==> src/design/rc_serial_frame_decoder_defines.svh <==
// Assertion macros shared by the frame decoder RTL.
`ifndef RC_SERIAL_FRAME_DECODER_DEFINES_SVH
`define RC_SERIAL_FRAME_DECODER_DEFINES_SVH

// Consequence must hold in the same cycle as the antecedent.
`define RCSFD_ASSERT_SAME(label, ante, cons, msg) \
  label: assert property (@(posedge clk) disable iff (rst) (ante) |-> (cons)) \
    else $error(msg);

// Consequence must hold in the cycle after the antecedent.
`define RCSFD_ASSERT_NEXT(label, ante, cons, msg) \
  label: assert property (@(posedge clk) disable iff (rst) (ante) |=> (cons)) \
    else $error(msg);

`endif

==> src/design/rcsfd_pkg.sv <==
`timescale 1ns / 1ps

package rcsfd_pkg;

  localparam logic [4:0]  FRAME_LAST    = 5'd31;
  localparam logic [4:0]  CHECK_LO_POS  = 5'd30;
  localparam logic [4:0]  CAPTURE_FIRST = 5'd14;
  localparam logic [4:0]  CAPTURE_END   = 5'd22;
  localparam int          CAPTURE_COUNT = 8;
  localparam logic [15:0] CHECK_INIT    = 16'hFFFF;
  localparam logic [7:0]  SYNC_RESET    = 8'h20;

  // Outcome of the byte being processed this cycle.
  typedef struct packed {
    logic        valid;
    logic [15:0] ch_one;
    logic [15:0] ch_two;
    logic [15:0] ch_three;
    logic [15:0] ch_four;
  } frame_result_t;

endpackage

==> src/design/rcsfd_frame_parser.sv <==
`timescale 1ns / 1ps

module rcsfd_frame_parser (
  input  logic                   clk,
  input  logic                   rst,
  input  logic                   step,
  input  logic [7:0]             rx_byte,
  input  logic [7:0]             sync_value,
  output logic                   at_last,
  output rcsfd_pkg::frame_result_t frame
);
  import rcsfd_pkg::*;

  logic [4:0]  position;
  logic [4:0]  position_next;
  logic [15:0] check;
  logic [15:0] check_next;
  logic [7:0]  cap [CAPTURE_COUNT];
  logic [7:0]  check_lo;
  logic        hunting;
  logic        in_frame;
  logic        capture_hit;
  logic [2:0]  cap_idx;
  logic [15:0] rx_check;

  assign hunting     = (position == 5'd0);
  assign in_frame    = !hunting || (rx_byte == sync_value);
  assign at_last     = (position == FRAME_LAST);
  assign capture_hit = (position >= CAPTURE_FIRST) && (position < CAPTURE_END);
  // Slot within the capture window; only the low bits matter modulo 8.
  assign cap_idx     = position[2:0] - CAPTURE_FIRST[2:0];
  assign rx_check    = {rx_byte, check_lo};

  always_comb begin
    position_next = position;
    check_next    = check;
    if (step && in_frame) begin
      position_next = at_last ? 5'd0 : position + 5'd1;
      if (hunting) begin
        check_next = CHECK_INIT - {8'd0, rx_byte};
      end else if (position < CHECK_LO_POS) begin
        check_next = check - {8'd0, rx_byte};
      end else if (at_last) begin
        check_next = CHECK_INIT;
      end
    end
  end

  always_ff @(posedge clk) begin
    if (rst) begin
      position <= 5'd0;
      check    <= CHECK_INIT;
    end else begin
      position <= position_next;
      check    <= check_next;
    end
  end

  // Capture bytes and the check low byte carry no reset; each is written
  // within a frame before the last byte reads it.
  always_ff @(posedge clk) begin
    if (step && capture_hit) begin
      cap[cap_idx] <= rx_byte;
    end
    if (step && (position == CHECK_LO_POS)) begin
      check_lo <= rx_byte;
    end
  end

  always_comb begin
    frame.valid    = step && at_last && (rx_check == check);
    frame.ch_one   = {cap[1], cap[0]};
    frame.ch_two   = {cap[3], cap[2]};
    frame.ch_three = {cap[5], cap[4]};
    frame.ch_four  = {cap[7], cap[6]};
  end

endmodule

==> src/design/rc_serial_frame_decoder.sv <==
`timescale 1ns / 1ps

// Serial RC receiver frame decoder. Each input word is one received byte;
// a frame opens with a byte equal to sync_value, runs 32 bytes, and closes
// with a little-endian check word equal to 0xFFFF minus the sum of bytes 0
// to 29. A good frame yields one output word with the four channel values
// from bytes 14 to 21; a bad one yields nothing and the decoder hunts for
// sync again. A byte is taken every cycle unless input is held off: it
// lands in an input register, is parsed from there, and any result sits in
// an output register. Input is held off only when the closing byte of a
// frame meets a result still waiting at the output. sync_value resets to
// 0x20 and is written through the cfg port; the user must write it only
// while the decoder is idle, as the block itself does not enforce this.
module rc_serial_frame_decoder (
  input  logic        clk,
  input  logic        rst,
  input  logic        cfg_valid,
  output logic        cfg_ready,
  input  logic [7:0]  sync_value,
  input  logic        in_valid,
  output logic        in_ready,
  input  logic [7:0]  rx_byte,
  output logic        out_valid,
  input  logic        out_ready,
  output logic [15:0] channel_one,
  output logic [15:0] channel_two,
  output logic [15:0] channel_three,
  output logic [15:0] channel_four
);
  import rcsfd_pkg::*;

`include "rc_serial_frame_decoder_defines.svh"

  logic          sync_reg;
  logic [7:0]    sync_q;
  logic          byte_valid;
  logic          byte_valid_next;
  logic [7:0]    byte_q;
  logic          advance;
  logic          at_last;
  logic          out_valid_next;
  frame_result_t frame;

  assign cfg_ready = 1'b1;
  assign sync_reg  = cfg_valid && cfg_ready;

  always_ff @(posedge clk) begin
    if (rst) begin
      sync_q <= SYNC_RESET;
    end else if (sync_reg) begin
      sync_q <= sync_value;
    end
  end

  // The closing byte waits while the output still holds an untaken result.
  assign advance  = byte_valid && !(at_last && out_valid && !out_ready);
  assign in_ready = !byte_valid || advance;

  assign byte_valid_next = (in_valid && in_ready) || (byte_valid && !advance);

  always_ff @(posedge clk) begin
    if (rst) begin
      byte_valid <= 1'b0;
    end else begin
      byte_valid <= byte_valid_next;
    end
  end

  always_ff @(posedge clk) begin
    if (in_valid && in_ready) begin
      byte_q <= rx_byte;
    end
  end

  rcsfd_frame_parser u_parser (
    .clk        (clk),
    .rst        (rst),
    .step       (advance),
    .rx_byte    (byte_q),
    .sync_value (sync_q),
    .at_last    (at_last),
    .frame      (frame)
  );

  assign out_valid_next = frame.valid || (out_valid && !out_ready);

  always_ff @(posedge clk) begin
    if (rst) begin
      out_valid <= 1'b0;
    end else begin
      out_valid <= out_valid_next;
    end
  end

  always_ff @(posedge clk) begin
    if (frame.valid) begin
      channel_one   <= frame.ch_one;
      channel_two   <= frame.ch_two;
      channel_three <= frame.ch_three;
      channel_four  <= frame.ch_four;
    end
  end

  `RCSFD_ASSERT_SAME(a_no_overwrite, frame.valid, !out_valid || out_ready,
    "frame result would overwrite a waiting word")
  `RCSFD_ASSERT_NEXT(a_byte_held, byte_valid && !advance,
    byte_valid && $stable(byte_q), "stalled byte lost or changed")
  `RCSFD_ASSERT_NEXT(a_frame_closes, advance && at_last, !at_last,
    "parser did not return to hunting after the last byte")
  `RCSFD_ASSERT_NEXT(a_result_shown, frame.valid, out_valid,
    "good frame did not reach the output")

endmodule

==> config.mk <==
export PLATFORM = sky130hd
export DESIGN_NAME = rc_serial_frame_decoder
export DESIGN_NICKNAME = d
export VERILOG_FILES = /design/src/design/rcsfd_pkg.sv /design/src/design/rcsfd_frame_parser.sv /design/src/design/rc_serial_frame_decoder.sv
export VERILOG_INCLUDE_DIRS = /design/src /design/src/design
export SDC_FILE = /design/constraint.sdc
export NUM_CORES = 1
export LEC_CHECK = 0
export ABC_CLOCK_PERIOD_IN_PS = 14800
export BUFFER_PORTS_ARGS = -buffer_cell sky130_fd_sc_hd__buf_2
export CELL_PAD_IN_SITES_DETAIL_PLACEMENT = 0
export CELL_PAD_IN_SITES_GLOBAL_PLACEMENT = 2
export CORE_MARGIN = 4
export CORE_UTILIZATION = 44
export DETAILED_ROUTE_END_ITERATION = 10
export PLACE_DENSITY = 0.91
export SLEW_MARGIN = 20
export SYNTH_ARGS = -nofsm -noshare
export SYNTH_HDL_FRONTEND = slang
export SYNTH_HIERARCHICAL = 1
export SYNTH_SLANG_ARGS = --single-unit
==> constraint.sdc <==
create_clock -name clk -period 14.8 [get_ports clk]
set_clock_uncertainty 0.15 [all_clocks]
set_input_delay 1.48 -clock clk [delete_from_list [all_inputs] [get_ports clk]]
set_output_delay 1.48 -clock clk [all_outputs]
set_load 0.02 [all_outputs]
==> impl_results.md <==
- Outcome: completed
- Final hold violations: 0
- Syn Inst Count: 414
- CTS tree: built
- Synth cell types: 64
- TNS Setup: 0 ns
- Die Y: 131 um
- Total GRT Usage: 0.153
- Post-synth top area share: 0.653
- Initial Util: 0.452
- CTS Hold Bufs: 0
- Cell mode on critical path: ha_1
- Max IR drop VDD: 83.6 uV
- Fin nets: 541
- Core box area: 14600 um2
- Family with the most delay on the worst path: simple AND/OR/NAND/NOR gates
- Port bufs: 86
- CP Launch Type: register
- Initial antenna violation count: 0
- Relative slew slack: 0.284
- Hpwl dp: 8470 um
- Syn_nets: 448
- Setup repair after global routing missed its margin: no
- Critical path endpoint category: register
- Post-CTS setup buffers: 0
- FFs w/ async S/R, synth: 0
- Total I/O pin count: 88
- Min cycle time layout: 4.07 ns
- Die Width: 131 um
- Routability congestion estimate: 0.801
- Count of final setup violators: 0
- Post-synth top area cell: edfxtp_1
- Slowest CP cell: a21boi_1
- Synth area leaders: edfxtp_1 (65%), dfxtp_1 (9.4%), xnor2_1 (2.5%)
- First-pass iteration count of the detailed router: 5
- Area of the die: 17100 um2
- Clock sink count: 175
- Commonest non-fill, non-tap cell in the layout: edfxtp_1
- Area Growth Syn to Fin: 18.1%
- Max Slew Vio Count: 0
- CTS Buf Count: 17
- Yosys warnings: 6
- WS Path Type: reg -> reg
- DR iter-0 viols: 356
- Vias in the first global route: 3340
- Largest net degree at the start of global routing: 65
- Max-Cap Viols: 0
- Post-placement cell area: 7220 um2
- Synth Register Bits: 175
- Number of diodes: 0
- CTS Buffer Depth: 2
- EDFF count, synth: 144
- First-pass GRT wire length: 19000 um
- Clk_lat worst skew: 0.43 ns
- Post_cts resized: 0
- Drt total wl: 12800 um
- Synth Flop Type: edfxtp_1
- Worst path bufs/invs: 1
- Worst-path cell chain: ha_1 -> and3_1 -> ha_1 -> a21boi_1 -> nand3_1 -> or4_1 -> nor4_2 -> buf_4
- Final period util: 0.275
- Min-delay worst type: reg -> reg
- Pwr dens: 130 nW/um2
- Peak Freq: 246 MHz
- Grt ovf: 0
- Required @ worst endpoint: 14.70 ns
- Row count: 44
- Htree depth: 4
- Post-synthesis cell area: 6620 um2
- Share of post-route cells with drive strength above 1: 0.260
- Register area share after synthesis: 0.747
- Antenna Nets Post-Route: 0
- Slew @ Worst Pin: 1.07 ns
- Crit path DAT: 3.97 ns
- Routed WL per cell: 18.2 um
- Residual DRC: 0
- Avg Synthesized Cell Area: 16.0 um2
- Leakage power total: 2.84 nW
- Clock-pin transition on the worst setup and hold timing paths: 0.07 ns
- Most frequent cells in the layout: edfxtp_1 (144), buf_2 (86), dfxtp_1 (31)
- Worst Path Max Fanout: 64
- Vias: 3667
- Vias per cell: 5.21
- Delay of the slowest critical-path stage: 0.74 ns
- CTS root buf: clkbuf_16
- Post-route cell area: 7820 um2
[metrics by stage]
step,worst slack [ns],utilization,instances,power [mW],hold slack [ns]
after floorplan,5.31,-,414,0.574,0.250
after global placement,10.35,0.493,672,0.587,0.253
after detailed placement,10.33,0.493,672,0.587,0.255
after CTS,10.74,0.534,704,1.03,0.269
after global routing,10.44,0.534,704,1.05,0.273
final,10.73,0.534,704,1.02,0.266
[synthesized netlist by cell type, types with 2 or more instances]
cell type / n
or2_2: 2
edfxtp_1: 144
nand2_1: 16
nor2b_1: 4
and3_1: 3
clkbuf_1: 6
nand3b_1: 2
or4b_1: 2
a21o_1: 2
or3_1: 2
a31o_2: 2
ha_1: 12
nand2b_1: 2
mux2i_1: 10
a31oi_1: 3
a221o_1: 4
nor4_1: 4
nand3_1: 7
nand4_1: 5
a211oi_1: 2
xor2_1: 12
o21ai_0: 9
nor2_1: 25
xnor2_1: 19
dfxtp_1: 31
a221oi_1: 4
o31ai_1: 2
buf_4: 2
a21oi_1: 9
nor4_4: 2
nor3_1: 8
a211o_1: 6
buf_6: 3
buf_2: 2
inv_1: 17
[cell families (layout without fill, tap and decap cells)]
logic type,after synthesis,in the layout,share of synthesized area
AOI/OAI and AO/OA,57,57,0.0633
xor gates and xnor gates,31,31,0.0410
adders and majority gates,13,13,0.0257
buffers and inverters,31,137,0.0227
DFF,175,175,0.747
muxes,10,10,0.0151
other,1,1,0.000566
and+or+nand+nor,96,96,0.0850
[registers in the layout (all words and copies together), names as in the netlist]
name,count
byte_q,8
byte_valid,1
channel_four,16
channel_one,16
channel_three,16
channel_two,16
out_valid,1
sync_q,8
u_parser/cap,64
u_parser/check,16
u_parser/check_lo,8
u_parser/position,5
[area by class of cell]
class,count,area [um2]
clock inverters,15,178
clock buffers,17,425
repair buffers,88,445
flip-flops and latches,175,4940
well taps,184,230
fillers,1163,6820
inverters,17,63.8
multi-input cells,208,1530
[routing by layer]
| layer | track usage | wire (um) | vias up |
|---|---|---|---|
| met2 | 0.228 | 5800 | 129 |
| met5 | 0 | 0 | - |
| li1 | - | - | 1760 |
| met1 | 0.214 | 5910 | 1761 |
| met4 | 0.0544 | 183 | 0 |
| met3 | 0.0472 | 885 | 17 |
[final timing paths]
kind	from	endpoint	slack, ns	cells past startpoint
setup / recovery	u_parser/position[1]	channel_one[1]	10.73	8
hold / removal	u_parser/cap[5][2]	channel_three[10]	0.27	0
setup reg to reg	u_parser/position[1]	channel_one[1]	10.73	8
hold reg to reg	u_parser/cap[5][2]	channel_three[10]	0.27	0
[report_power, final]
group | internal (mW) | total (mW) | switching [mW]
logic | 0.0137 | 0.0311 | 0.0174
clock network | 0.241 | 0.443 | 0.202
registers | 0.534 | 0.545 | 0.0109
(Power assumes the default switching activity.)
